--- src/hdl/rrsp_pkg.sv ---
// shared types and constants of the reply stream parser
`default_nettype none
package rrsp_pkg;

  localparam logic [7:0] CH_PLUS   = 8'h2B;
  localparam logic [7:0] CH_MINUS  = 8'h2D;
  localparam logic [7:0] CH_COLON  = 8'h3A;
  localparam logic [7:0] CH_DOLLAR = 8'h24;
  localparam logic [7:0] CH_STAR   = 8'h2A;
  localparam logic [7:0] CH_CR     = 8'h0D;
  localparam logic [7:0] CH_LF     = 8'h0A;
  localparam logic [7:0] CH_ZERO   = 8'h30;
  localparam logic [7:0] CH_NINE   = 8'h39;

  localparam logic [3:0] EV_STATUS_BYTE = 4'd0;
  localparam logic [3:0] EV_ERROR_BYTE  = 4'd1;
  localparam logic [3:0] EV_STATUS_END  = 4'd2;
  localparam logic [3:0] EV_ERROR_END   = 4'd3;
  localparam logic [3:0] EV_INTEGER     = 4'd4;
  localparam logic [3:0] EV_BULK_HDR    = 4'd5;
  localparam logic [3:0] EV_BULK_BYTE   = 4'd6;
  localparam logic [3:0] EV_BULK_END    = 4'd7;
  localparam logic [3:0] EV_ARRAY_HDR   = 4'd8;
  localparam logic [3:0] EV_MALFORMED   = 4'd9;

  localparam int LEVEL_W = 5;

  typedef enum logic [1:0] {
    OP_NONE,
    OP_FINISH,
    OP_PUSH,
    OP_RESTART
  } op_t;

  typedef struct packed {
    logic [3:0]  ev;
    logic [7:0]  text;
    logic [31:0] num;
    op_t         op;
  } token_t;

  typedef struct packed {
    logic [3:0]         ev;
    logic [7:0]         text;
    logic [31:0]        num;
    logic [LEVEL_W-1:0] level;
    logic               done;
  } result_t;

endpackage
`default_nettype wire

--- src/hdl/rrsp_ram.sv ---
// generic single-port-write ram with registered read
`default_nettype none
module rrsp_ram #(
  parameter int WIDTH = 32,
  parameter int DEPTH = 16
) (
  input  wire logic                                  clk,
  input  wire logic                                  wen,
  input  wire logic [(DEPTH > 1 ? $clog2(DEPTH) : 1)-1:0] waddr,
  input  wire logic [WIDTH-1:0]                      wdata,
  input  wire logic [(DEPTH > 1 ? $clog2(DEPTH) : 1)-1:0] raddr,
  output logic      [WIDTH-1:0]                      rdata
);

  logic [WIDTH-1:0] mem [DEPTH];

  always_ff @(posedge clk) begin
    if (wen) begin
      mem[waddr] <= wdata;
    end
    rdata <= mem[raddr];
  end

endmodule
`default_nettype wire

--- src/hdl/rrsp_fifo.sv ---
// small register queue
`default_nettype none
module rrsp_fifo #(
  parameter int WIDTH = 8,
  parameter int DEPTH = 4
) (
  input  wire logic             clk,
  input  wire logic             rst,
  input  wire logic             push,
  input  wire logic [WIDTH-1:0] data_in,
  output logic                  full,
  input  wire logic             pop,
  output logic      [WIDTH-1:0] data_out,
  output logic                  empty
);

  localparam int PW = DEPTH > 1 ? $clog2(DEPTH) : 1;
  localparam int CW = $clog2(DEPTH + 1);

  logic [WIDTH-1:0] slots [DEPTH];
  logic [PW-1:0]    wr_ptr;
  logic [PW-1:0]    rd_ptr;
  logic [CW-1:0]    count;
  logic             do_push;
  logic             do_pop;

  assign full     = count == CW'(DEPTH);
  assign empty    = count == '0;
  assign do_push  = push && !full;
  assign do_pop   = pop && !empty;
  assign data_out = slots[rd_ptr];

  always_ff @(posedge clk) begin
    if (rst) begin
      wr_ptr <= '0;
      rd_ptr <= '0;
      count  <= '0;
    end else begin
      if (do_push) begin
        slots[wr_ptr] <= data_in;
        wr_ptr <= (wr_ptr == PW'(DEPTH - 1)) ? '0 : wr_ptr + 1'b1;
      end
      if (do_pop) begin
        rd_ptr <= (rd_ptr == PW'(DEPTH - 1)) ? '0 : rd_ptr + 1'b1;
      end
      if (do_push && !do_pop) begin
        count <= count + 1'b1;
      end else if (do_pop && !do_push) begin
        count <= count - 1'b1;
      end
    end
  end

endmodule
`default_nettype wire

--- src/hdl/rrsp_front.sv ---
// byte lexer: line phases, header number parsing, token generation
`default_nettype none
module rrsp_front (
  input  wire logic        clk,
  input  wire logic        rst,
  input  wire logic        accept,
  input  wire logic [7:0]  stream_byte,
  output logic             tok_valid,
  output rrsp_pkg::token_t tok
);

  typedef enum logic [2:0] {
    PH_TYPE, PH_TEXT, PH_NUM_START, PH_NUM_DIGITS,
    PH_NUM_SKIP, PH_LF, PH_BULK_DATA, PH_BULK_CR
  } phase_t;

  typedef enum logic [2:0] {
    LK_STATUS, LK_ERROR, LK_INTEGER, LK_BULK_HDR, LK_ARRAY_HDR, LK_BULK_END
  } kind_t;

  phase_t      phase, phase_next;
  kind_t       line_kind, line_kind_next;
  logic        negative, negative_next;
  logic [31:0] acc, acc_next;
  logic [31:0] payload_left, payload_left_next;
  logic [31:0] value;
  logic [31:0] left_dec;
  logic        is_digit;
  logic        emit;
  rrsp_pkg::token_t t;

  assign value    = negative ? (32'd0 - acc) : acc;
  assign left_dec = (payload_left == '0) ? '0 : payload_left - 1'b1;
  assign is_digit = stream_byte >= rrsp_pkg::CH_ZERO && stream_byte <= rrsp_pkg::CH_NINE;

  always_comb begin
    phase_next        = phase;
    line_kind_next    = line_kind;
    negative_next     = negative;
    acc_next          = acc;
    payload_left_next = payload_left;
    emit              = 1'b0;
    t                 = '{ev: rrsp_pkg::EV_MALFORMED, text: 8'd0, num: 32'd0,
                          op: rrsp_pkg::OP_RESTART};
    case (phase)
      PH_TYPE: begin
        negative_next = 1'b0;
        acc_next      = '0;
        case (stream_byte)
          rrsp_pkg::CH_PLUS: begin
            line_kind_next = LK_STATUS;
            phase_next     = PH_TEXT;
          end
          rrsp_pkg::CH_MINUS: begin
            line_kind_next = LK_ERROR;
            phase_next     = PH_TEXT;
          end
          rrsp_pkg::CH_COLON: begin
            line_kind_next = LK_INTEGER;
            phase_next     = PH_NUM_START;
          end
          rrsp_pkg::CH_DOLLAR: begin
            line_kind_next = LK_BULK_HDR;
            phase_next     = PH_NUM_START;
          end
          rrsp_pkg::CH_STAR: begin
            line_kind_next = LK_ARRAY_HDR;
            phase_next     = PH_NUM_START;
          end
          default: begin
            emit              = 1'b1;
            line_kind_next    = LK_STATUS;
            payload_left_next = '0;
          end
        endcase
      end
      PH_TEXT: begin
        if (stream_byte == rrsp_pkg::CH_CR) begin
          phase_next = PH_LF;
        end else begin
          emit   = 1'b1;
          t.ev   = (line_kind == LK_ERROR) ? rrsp_pkg::EV_ERROR_BYTE
                                           : rrsp_pkg::EV_STATUS_BYTE;
          t.text = stream_byte;
          t.op   = rrsp_pkg::OP_NONE;
        end
      end
      PH_NUM_START, PH_NUM_DIGITS, PH_NUM_SKIP: begin
        if (stream_byte == rrsp_pkg::CH_CR) begin
          phase_next = PH_LF;
        end else if (phase != PH_NUM_SKIP) begin
          if (is_digit) begin
            acc_next   = (acc << 3) + (acc << 1) + {24'd0, stream_byte - rrsp_pkg::CH_ZERO};
            phase_next = PH_NUM_DIGITS;
          end else if (phase == PH_NUM_START && stream_byte == rrsp_pkg::CH_MINUS) begin
            negative_next = 1'b1;
            phase_next    = PH_NUM_DIGITS;
          end else begin
            phase_next = PH_NUM_SKIP;
          end
        end
      end
      PH_BULK_DATA: begin
        payload_left_next = left_dec;
        if (left_dec == '0) begin
          phase_next = PH_BULK_CR;
        end
        emit   = 1'b1;
        t.ev   = rrsp_pkg::EV_BULK_BYTE;
        t.text = stream_byte;
        t.op   = rrsp_pkg::OP_NONE;
      end
      PH_BULK_CR: begin
        if (stream_byte == rrsp_pkg::CH_CR) begin
          line_kind_next = LK_BULK_END;
          phase_next     = PH_LF;
        end else begin
          emit              = 1'b1;
          phase_next        = PH_TYPE;
          line_kind_next    = LK_STATUS;
          negative_next     = 1'b0;
          acc_next          = '0;
          payload_left_next = '0;
        end
      end
      default: begin
        emit       = 1'b1;
        phase_next = PH_TYPE;
        if (stream_byte != rrsp_pkg::CH_LF) begin
          line_kind_next    = LK_STATUS;
          negative_next     = 1'b0;
          acc_next          = '0;
          payload_left_next = '0;
        end else begin
          case (line_kind)
            LK_STATUS: begin
              t.ev = rrsp_pkg::EV_STATUS_END;
              t.op = rrsp_pkg::OP_FINISH;
            end
            LK_ERROR: begin
              t.ev = rrsp_pkg::EV_ERROR_END;
              t.op = rrsp_pkg::OP_FINISH;
            end
            LK_INTEGER: begin
              t.ev  = rrsp_pkg::EV_INTEGER;
              t.num = value;
              t.op  = rrsp_pkg::OP_FINISH;
            end
            LK_BULK_HDR: begin
              t.ev  = rrsp_pkg::EV_BULK_HDR;
              t.num = value;
              if (value[31]) begin
                t.op = rrsp_pkg::OP_FINISH;
              end else begin
                t.op              = rrsp_pkg::OP_NONE;
                payload_left_next = value;
                phase_next        = (value == '0) ? PH_BULK_CR : PH_BULK_DATA;
              end
            end
            LK_ARRAY_HDR: begin
              t.ev  = rrsp_pkg::EV_ARRAY_HDR;
              t.num = value;
              t.op  = (value[31] || value == '0) ? rrsp_pkg::OP_FINISH : rrsp_pkg::OP_PUSH;
            end
            LK_BULK_END: begin
              t.ev = rrsp_pkg::EV_BULK_END;
              t.op = rrsp_pkg::OP_FINISH;
            end
            default: begin
              line_kind_next    = LK_STATUS;
              negative_next     = 1'b0;
              acc_next          = '0;
              payload_left_next = '0;
            end
          endcase
        end
      end
    endcase
  end

  assign tok_valid = accept && emit;
  assign tok       = t;

  always_ff @(posedge clk) begin
    if (rst) begin
      phase        <= PH_TYPE;
      line_kind    <= LK_STATUS;
      negative     <= 1'b0;
      acc          <= '0;
      payload_left <= '0;
    end else if (accept) begin
      phase        <= phase_next;
      line_kind    <= line_kind_next;
      negative     <= negative_next;
      acc          <= acc_next;
      payload_left <= payload_left_next;
    end
  end

endmodule
`default_nettype wire

--- src/hdl/rrsp_back.sv ---
// nesting tracker: count stack, element completion, result generation
`default_nettype none
module rrsp_back #(
  parameter int MAX_DEPTH = 16
) (
  input  wire logic              clk,
  input  wire logic              rst,
  input  wire logic              tok_ready,
  input  wire rrsp_pkg::token_t  tok,
  output logic                   take,
  input  wire logic              res_full,
  output logic                   res_valid,
  output rrsp_pkg::result_t      res
);

  localparam int AW = MAX_DEPTH > 1 ? $clog2(MAX_DEPTH) : 1;
  localparam int DW = $clog2(MAX_DEPTH + 1);

  logic [DW-1:0]        depth, depth_next;
  logic [31:0]          top_cnt, top_cnt_next;
  logic [MAX_DEPTH-1:0] one_flags;
  logic                 loading, loading_next;
  logic                 found;
  logic [AW-1:0]        target;
  logic [AW-1:0]        top_idx;
  logic                 ram_wen;
  logic [31:0]          ram_rdata;
  rrsp_pkg::result_t    r;

  assign take      = tok_ready && !loading && !res_full;
  assign res_valid = take;
  assign top_idx   = AW'(depth - 1'b1);

  always_comb begin
    found  = 1'b0;
    target = '0;
    for (int i = 0; i < MAX_DEPTH - 1; i++) begin
      if (DW'(i + 1) < depth && !one_flags[i]) begin
        found  = 1'b1;
        target = AW'(i);
      end
    end
  end

  always_comb begin
    depth_next   = depth;
    top_cnt_next = top_cnt;
    loading_next = 1'b0;
    ram_wen      = 1'b0;
    r            = '{ev: tok.ev, text: tok.text, num: tok.num,
                     level: rrsp_pkg::LEVEL_W'(depth), done: 1'b0};
    if (loading) begin
      top_cnt_next = ram_rdata - 1'b1;
    end else if (take) begin
      case (tok.op)
        rrsp_pkg::OP_NONE: begin
        end
        rrsp_pkg::OP_RESTART: begin
          depth_next = '0;
        end
        rrsp_pkg::OP_FINISH: begin
          if (depth == '0) begin
            r.done = 1'b1;
          end else if (top_cnt != 32'd1) begin
            top_cnt_next = top_cnt - 1'b1;
          end else if (found) begin
            depth_next   = DW'(target) + 1'b1;
            loading_next = 1'b1;
          end else begin
            depth_next = '0;
            r.done     = 1'b1;
          end
        end
        default: begin
          if (depth >= DW'(MAX_DEPTH)) begin
            r.ev       = rrsp_pkg::EV_MALFORMED;
            r.num      = '0;
            depth_next = '0;
          end else begin
            ram_wen      = depth != '0;
            top_cnt_next = tok.num;
            depth_next   = depth + 1'b1;
          end
        end
      endcase
    end
  end

  assign res = r;

  rrsp_ram #(.WIDTH(32), .DEPTH(MAX_DEPTH)) u_stack (
    .clk  (clk),
    .wen  (ram_wen),
    .waddr(top_idx),
    .wdata(top_cnt),
    .raddr(target),
    .rdata(ram_rdata)
  );

  always_ff @(posedge clk) begin
    if (rst) begin
      depth     <= '0;
      top_cnt   <= '0;
      loading   <= 1'b0;
      one_flags <= '0;
    end else begin
      depth   <= depth_next;
      top_cnt <= top_cnt_next;
      loading <= loading_next;
      if (ram_wen) begin
        one_flags[top_idx] <= top_cnt == 32'd1;
      end
    end
  end

endmodule
`default_nettype wire

--- src/hdl/resp_reply_stream_parser.sv ---
// top level of the reply stream parser
// usage:
//   input queue side: drive stream_byte with push high; a byte is taken at a
//   clock edge where push is high and full is low.
//   result queue side: while empty is low the oldest event sits on event_res,
//   text_byte, number, nest_level and reply_done; pop high takes it. each byte
//   yields zero or one event; known type, header and line-end CR bytes yield none.
// timing:
//   one byte per cycle sustained while pop keeps up. an event is registered in
//   the token queue by the lexer, then in the result queue by the tracker.
//   a completion that unwinds one or more array levels costs the tracker a
//   stall to reload the new top count from the stack ram; the token queue
//   absorbs it, as such completions are at least three bytes apart.
// reset:
//   synchronous rst empties both queues, returns to the type byte and clears
//   the nesting depth; stack ram contents need no clearing.
// stalls:
//   with pop low the result queue fills, the tracker stops, the token queue
//   fills and full rises; no transaction is lost or repeated.
`default_nettype none
module resp_reply_stream_parser #(
  parameter int MAX_DEPTH   = 16,
  parameter int QUEUE_DEPTH = 4
) (
  input  wire logic               clk,
  input  wire logic               rst,
  input  wire logic               push,
  output logic                    full,
  input  wire logic [7:0]         stream_byte,
  output logic                    empty,
  input  wire logic               pop,
  output logic        [3:0]       event_res,
  output logic        [7:0]       text_byte,
  output logic signed [31:0]      number,
  output logic        [4:0]       nest_level,
  output logic                    reply_done
);

  localparam int TOK_W = $bits(rrsp_pkg::token_t);
  localparam int RES_W = $bits(rrsp_pkg::result_t);

  logic              accept;
  logic              tok_valid;
  rrsp_pkg::token_t  tok_in;
  rrsp_pkg::token_t  tok_out;
  logic              tok_empty;
  logic              take;
  logic              res_full;
  logic              res_valid;
  rrsp_pkg::result_t res_in;
  rrsp_pkg::result_t res_out;

  assign accept = push && !full;

  rrsp_front u_front (
    .clk        (clk),
    .rst        (rst),
    .accept     (accept),
    .stream_byte(stream_byte),
    .tok_valid  (tok_valid),
    .tok        (tok_in)
  );

  rrsp_fifo #(.WIDTH(TOK_W), .DEPTH(QUEUE_DEPTH)) u_tok_q (
    .clk     (clk),
    .rst     (rst),
    .push    (tok_valid),
    .data_in (tok_in),
    .full    (full),
    .pop     (take),
    .data_out(tok_out),
    .empty   (tok_empty)
  );

  rrsp_back #(.MAX_DEPTH(MAX_DEPTH)) u_back (
    .clk      (clk),
    .rst      (rst),
    .tok_ready(!tok_empty),
    .tok      (tok_out),
    .take     (take),
    .res_full (res_full),
    .res_valid(res_valid),
    .res      (res_in)
  );

  rrsp_fifo #(.WIDTH(RES_W), .DEPTH(QUEUE_DEPTH)) u_res_q (
    .clk     (clk),
    .rst     (rst),
    .push    (res_valid),
    .data_in (res_in),
    .full    (res_full),
    .pop     (pop),
    .data_out(res_out),
    .empty   (empty)
  );

  assign event_res  = res_out.ev;
  assign text_byte  = res_out.text;
  assign number     = $signed(res_out.num);
  assign nest_level = res_out.level;
  assign reply_done = res_out.done;

endmodule
`default_nettype wire

--- config.mk ---
export PLATFORM = sky130hd
export DESIGN_NAME = resp_reply_stream_parser
export DESIGN_NICKNAME = d
export VERILOG_FILES = /design/src/hdl/rrsp_pkg.sv /design/src/hdl/rrsp_ram.sv /design/src/hdl/rrsp_fifo.sv /design/src/hdl/rrsp_front.sv /design/src/hdl/rrsp_back.sv /design/src/hdl/resp_reply_stream_parser.sv
export SDC_FILE = /design/constraint.sdc
export NUM_CORES = 1
export LEC_CHECK = 0
export ABC_AREA = 1
export CORE_ASPECT_RATIO = 1.5
export CORE_MARGIN = 2
export CORE_UTILIZATION = 35
export CTS_CLUSTER_SIZE = 8
export DETAILED_ROUTE_END_ITERATION = 10
export DONT_BUFFER_PORTS = 1
export PLACE_DENSITY = 0.57
export SLEW_MARGIN = 15
export SYNTH_ARGS = -nofsm -noshare
export SYNTH_HDL_FRONTEND = slang
export SYNTH_SLANG_ARGS = --single-unit
--- constraint.sdc ---
create_clock -name clk -period 6.5 [get_ports clk]
set_input_delay 1.625 -clock clk [delete_from_list [all_inputs] [get_ports clk]]
set_output_delay 1.625 -clock clk [all_outputs]
set_load 0.02 [all_outputs]
==> impl_metrics.ini, run 1 <==
[status]
outcome = complete, no violations

[placed_design]
place.gp.congestion = 0.915
port_buffers = 0
dp_cells = 6862
dp_hpwl_um = 91600

[clock_tree]
cts_resized = 0
cts_buffer_depth = 3
cts_hold_buf = 0
h-tree-depth = 4
cts_tree = done
clock-sinks = 1070
cts-root-buf = clkbuf_16
post-cts-setup-buffers = 0
clk_latency_ns = 0.77
cts_buffers = 152
clk_pin_slew_worst_paths_ns = 0.05

[logic_synthesis]
yosys-top-cells-area = edfxtp_1 (54%), dfxtp_1 (6.9%), nand3_1 (6.9%)
ys_warn_count = 0
synthesis.nets = 5258
post_synth.cell_area_avg_sq_um = 9.73
syn_area_sq_mm = 0.0501
ys_ff_latch = 1070
ys_top_cells_by_count = nand2_1 (902), edfxtp_1 (896), nand3_1 (690)
synthCells = 5152
yosysUniqueCellTypes = 61
yosysTopAreaCellShare = 0.537
synth_most_common_cell = nand2_1
synth-async-reset-ratio = 0
ys.flop_type = edfxtp_1
synth_area_leader_cell = edfxtp_1
synth-edff-count = 896
ys_seq_area_frac = 0.606

[global_routing]
grt_overflow = 0
grt.total_usage = 0.199
antenna_found_initial = 2
grt_max_degree = 180
grt_first_pass_wirelength_um = 222000
grt_pass1_vias = 36200

[die]
die_x_um = 313
ios = 64
fp-row-count = 170
core_area_sq_mm = 0.143
die_y_um = 468
dieArea_sq_mm = 0.146
start_util = 0.351

[sta]
rsz0062_at_grt = false
fin_worst_hold_slack_ns = 0.490
timing.final.crit_share = 0.739
drv_slew = 0
max-slew-margin-rel = 0.279
clock.fmax_mhz = 208
hold_viol = 0
tns_ns = 0
worst_pin_slew_ns = 1.08
setup_viol = 0
fin_crit_ns = 4.81
skew_ns = 0.0383

[power]
p_sw_frac = 0.437
total_leakage_power_nw = 22.3
combPwrFrac = 0.423
p_clk_frac = 0.250
ir_drop_v = 0.000438
pwr-share-seq = 0.327
powerDensity_mw_per_mm2 = 520
p_int_w = 0.0166
p_switching_w = 0.0129

[cells_and_area]
final_nets = 5230
stdcell_count = 7115
drive_above_1_share = 0.0663
area_growth_pct = 13.1

[routing]
wl_um = 148000
viasPerCell = 5.22
vias = 37100
wl_per_cell_um = 20.8
drc = 0
dr.pass1.iters = 5
drt-initial-drc-count = 2890
final_antenna_net_count = 0

[setup_path]
cp.arrival_ns = 3.18
required_ns = 4.88
start_kind = flip-flop
crit_fanout = 56
cp-end-kind = primary output
r2r_slack_ns = 1.89
critPathKind = reg -> out

[flow_run]
maxCapViolations = 0

[worst_hold_path]
min_path_type = reg -> reg
## routing by layer
layer	vias to the layer above	track usage	share of wire
li1	17700	-	-
met1	18100	0.231	0.39
met2	1061	0.360	0.52
met3	310	0.0256	0.045
met4	0	0.0978	0.049
met5	-	0	0
## path summary, 6_finish.rpt
path,depth (start not counted),endpoint,startpoint
setup / recovery,3,nest_level[4],flip-flop
hold reg to reg,2,u_front.acc[3],u_front.acc[3]
hold / removal,2,u_front.acc[3],u_front.acc[3]
setup reg to reg,12,u_back.top_cnt[24],flip-flop
## worst max-delay path, cell delays in order (launching register included)
cell	delay (ns)
dfxtp_4	0.73
buf_4	0.53
o21ai_0	0.20
o22ai_1	0.87
## state kept, by name, summed over array words and instances (netlist names), 3 cells and up, named ones only
signal and cells:
u_tok_q.count 3, u_back.top_cnt 32, u_back.u_stack.mem 512, u_res_q.slots 200, u_back.depth 5, u_front.phase 3
u_front.payload_left 32, u_back.u_stack.rdata 32, u_front.line_kind 3, u_front.acc 32, u_tok_q.slots 184, u_res_q.count 3
u_back.one_flags 15
## placed cells by master, fill, tap and decap left out, drive strengths merged, types with 3 or more instances in the layout
cell	n
nand3	691
o2111ai	4
o31ai	6
or2	19
inv	608
nand4	42
clkbuf	239
a221oi	7
a21oi	207
a31oi	31
a21o	5
o21bai	6
o21a	4
nand2	911
ha	86
o21ai	299
a21boi	3
dfxtp	174
a32oi	7
xnor2	28
nand3b	71
nor2	529
fa	8
o221ai	6
clkinv	9
xor2	49
a32o	32
nor4	17
o22ai	84
nor3	33
edfxtp	896
o211ai	7
a22oi	3
buf	76
a211oi	15
## power groups by stage
stage	logic, W	registers (W)	clock network, W
2_1_floorplan	0.00866	0.00933	0
3_3_place_gp	0.0124	0.00972	0
3_5_place_dp	0.0125	0.00973	0
4_1_cts	0.0125	0.00961	0.00749
5_1_grt	0.0138	0.00970	0.00774
6_report	0.0125	0.00962	0.00737
## cells by family (layout without fill, tap and decap cells)
| family | count (synthesis) | in the layout | share of synthesized area |
|---|---|---|---|
| adder cells (fa/ha/maj) | 94 | 94 | 0.0247 |
| AO/OA/AOI/OAI | 734 | 734 | 0.0849 |
| AND/OR/NAND/NOR | 2315 | 2315 | 0.203 |
| XOR/XNOR | 77 | 77 | 0.0135 |
| flip-flops | 1070 | 1070 | 0.606 |
| other | 0 | 1 | 0 |
| buffers and inverters | 862 | 932 | 0.0680 |
## through the flow
step | setup WS [ns] | utilization | cell area [sq um] | total power [W]
final | 1.69 | 0.397 | 56700 | 0.0295
after global routing | 1.32 | 0.397 | 56700 | 0.0312
after CTS | 1.64 | 0.397 | 56700 | 0.0296
after detailed placement | 1.59 | 0.366 | 52300 | 0.0222
after global placement | 1.55 | 0.366 | 52300 | 0.0221
after floorplan | 1.16 | - | 50100 | 0.0180
## area by class of cell
cell class	count	area, sq um
Sequential cell	1070	30400
Multi-Input combinational cell	3220	16600
Tap cell	1892	2370
Timing Repair Buffer	76	671
Fill cell	13800	86000
Clock buffer	239	4210
Clock inverter	13	194
Inverter	604	2270
Antenna cell	1	2.50
(Power assumes the default switching activity.)
==> run 2, diff against run 1 <==
PLACE_DENSITY = 0.59   (was 0.57)
clock period = 4.2 ns   (was 6.5 ns; I/O delays follow)
==> impl_metrics.ini, run 2 (same netlist as run 1, synthesis figures left out) <==
[status]
outcome = complete, no violations

[routing]
vias = 37100
drc = 0
final_antenna_net_count = 0
wl_per_cell_um = 19.9
viasPerCell = 5.18
wl_um = 143000
dr.pass1.iters = 7
drt-initial-drc-count = 2975

[sta]
hold_viol = 0
fin_crit_ns = 3.79
skew_ns = 0.0400
max-slew-margin-rel = 0.321
timing.final.crit_share = 0.902
drv_slew = 0
clock.fmax_mhz = 264
setup_viol = 0
rsz0062_at_grt = false
worst_pin_slew_ns = 1.01

[cells_and_area]
stdcell_count = 7175
reg_top3 = u_back.u_stack.mem: 512 flops, u_res_q.slots: 200 flops, u_tok_q.slots: 184 flops
area_growth_pct = 14.7
regMostFlops = u_back.u_stack.mem
antenna_cells = 0
fin_util = 0.403
final_nets = 5279
drive_above_1_share = 0.0744
final_common_cell = nand2_1
mostFrequentLayoutCells = nand2_1 (899), edfxtp_1 (896), nand3_1 (690)
largest_reg_flops = 512
final_area_sq_mm = 0.0575

[power]
power.total_w = 0.0459
total_leakage_power_nw = 22.6
ir_drop_v = 0.000712
powerDensity_mw_per_mm2 = 799

[clock_tree]
cts_tree = done
cts_buffer_depth = 3
clk_pin_slew_worst_paths_ns = 0.05
cts_buffers = 152
cts-root-buf = clkbuf_16
clock-sinks = 1070
post-cts-setup-buffers = 0
clk_latency_ns = 0.77
h-tree-depth = 4

[placed_design]
dp_cells = 6911
dp_hpwl_um = 90600
place.gp.congestion = 0.901
port_buffers = 0
place_area_sq_mm = 0.0530

[die]
ios = 64
core_area_sq_mm = 0.143
fp-row-count = 170
dieArea_sq_mm = 0.146
die_y_um = 468
start_util = 0.351
die_x_um = 313

[setup_path]
r2r_slack_ns = 0.63
worst-path-buf-inv = 2
crit_fanout = 42
cp_top_family = buffers and inverters
slowest_stage = inv_2
cp-end-kind = primary output
critPathKind = reg -> out
cp.arrival_ns = 2.74
required_ns = 3.15
start_kind = flip-flop
cpPeakStageDelay_ns = 0.59
path_cells = inv_2 > buf_4 > o21ai_0 > o22ai_1

[global_routing]
grt_max_degree = 105
grt.total_usage = 0.192
antenna_found_initial = 1
grt_overflow = 0
grt_first_pass_wirelength_um = 216000
grt_pass1_vias = 36600

[flow_run]
maxCapViolations = 0

[worst_hold_path]
min_path_type = in -> reg
run 2: cell count changes in the layout (fill, tap and decap cells not counted), moves of 2 or more:
cell,delta
buf_12,+30
buf_4,+19
clkbuf_1,+15
inv_6,-3
clkinv_8,+2
run 2: worst paths after layout:
check | from | endpoint | depth (start not counted)
worst max-delay path | flip-flop | number[5] | 4
worst min-delay path | rst | u_front.acc[0] | 1
worst max register to register | flip-flop | u_back.u_stack.mem[0][20] | 9
worst min register to register | u_front.acc[3] | u_front.acc[3] | 2
run 2: area by class of cell:
| cell class | count | area [sq um] |
|---|---|---|
| tap | 1892 | 2370 |
| timing repair buffer | 125 | 1410 |
| inverter | 604 | 2270 |
| multi-input combinational | 3220 | 16600 |
| clock buffer | 252 | 4230 |
| sequential | 1070 | 30400 |
| clock inverter | 12 | 235 |
| fill | 13700 | 85200 |
run 2: repair_timing:
item	in CTS	in global routing
resized for setup	0	1
hold buffers	0	0
endpoints found under the setup margin	0	22
run 2: layer usage:
| metal | track usage | vias up | wire, um |
|---|---|---|---|
| met5 | 0 | - | 0 |
| met4 | 0.0970 | 0 | 6670 |
| met3 | 0.0266 | 330 | 6370 |
| met2 | 0.353 | 1060 | 74700 |
| met1 | 0.217 | 18000 | 55200 |
| li1 | - | 17800 | - |
run 2: metrics by stage:
stage               setup TNS [ns]  setup slack, ns  hold WS, ns
floorplan                  -103.33           -0.562        0.453
global placement                 0            0.110        0.466
detailed placement               0            0.175        0.470
CTS                              0            0.362        0.276
global route                     0            0.260        0.306
finish                           0            0.412        0.345
run 2: power breakdown:
part	internal, W	total (W)	switching (W)
clock network	0.00690	0.0115	0.00455
logic	0.00577	0.0197	0.0139
registers	0.0136	0.0148	0.00123
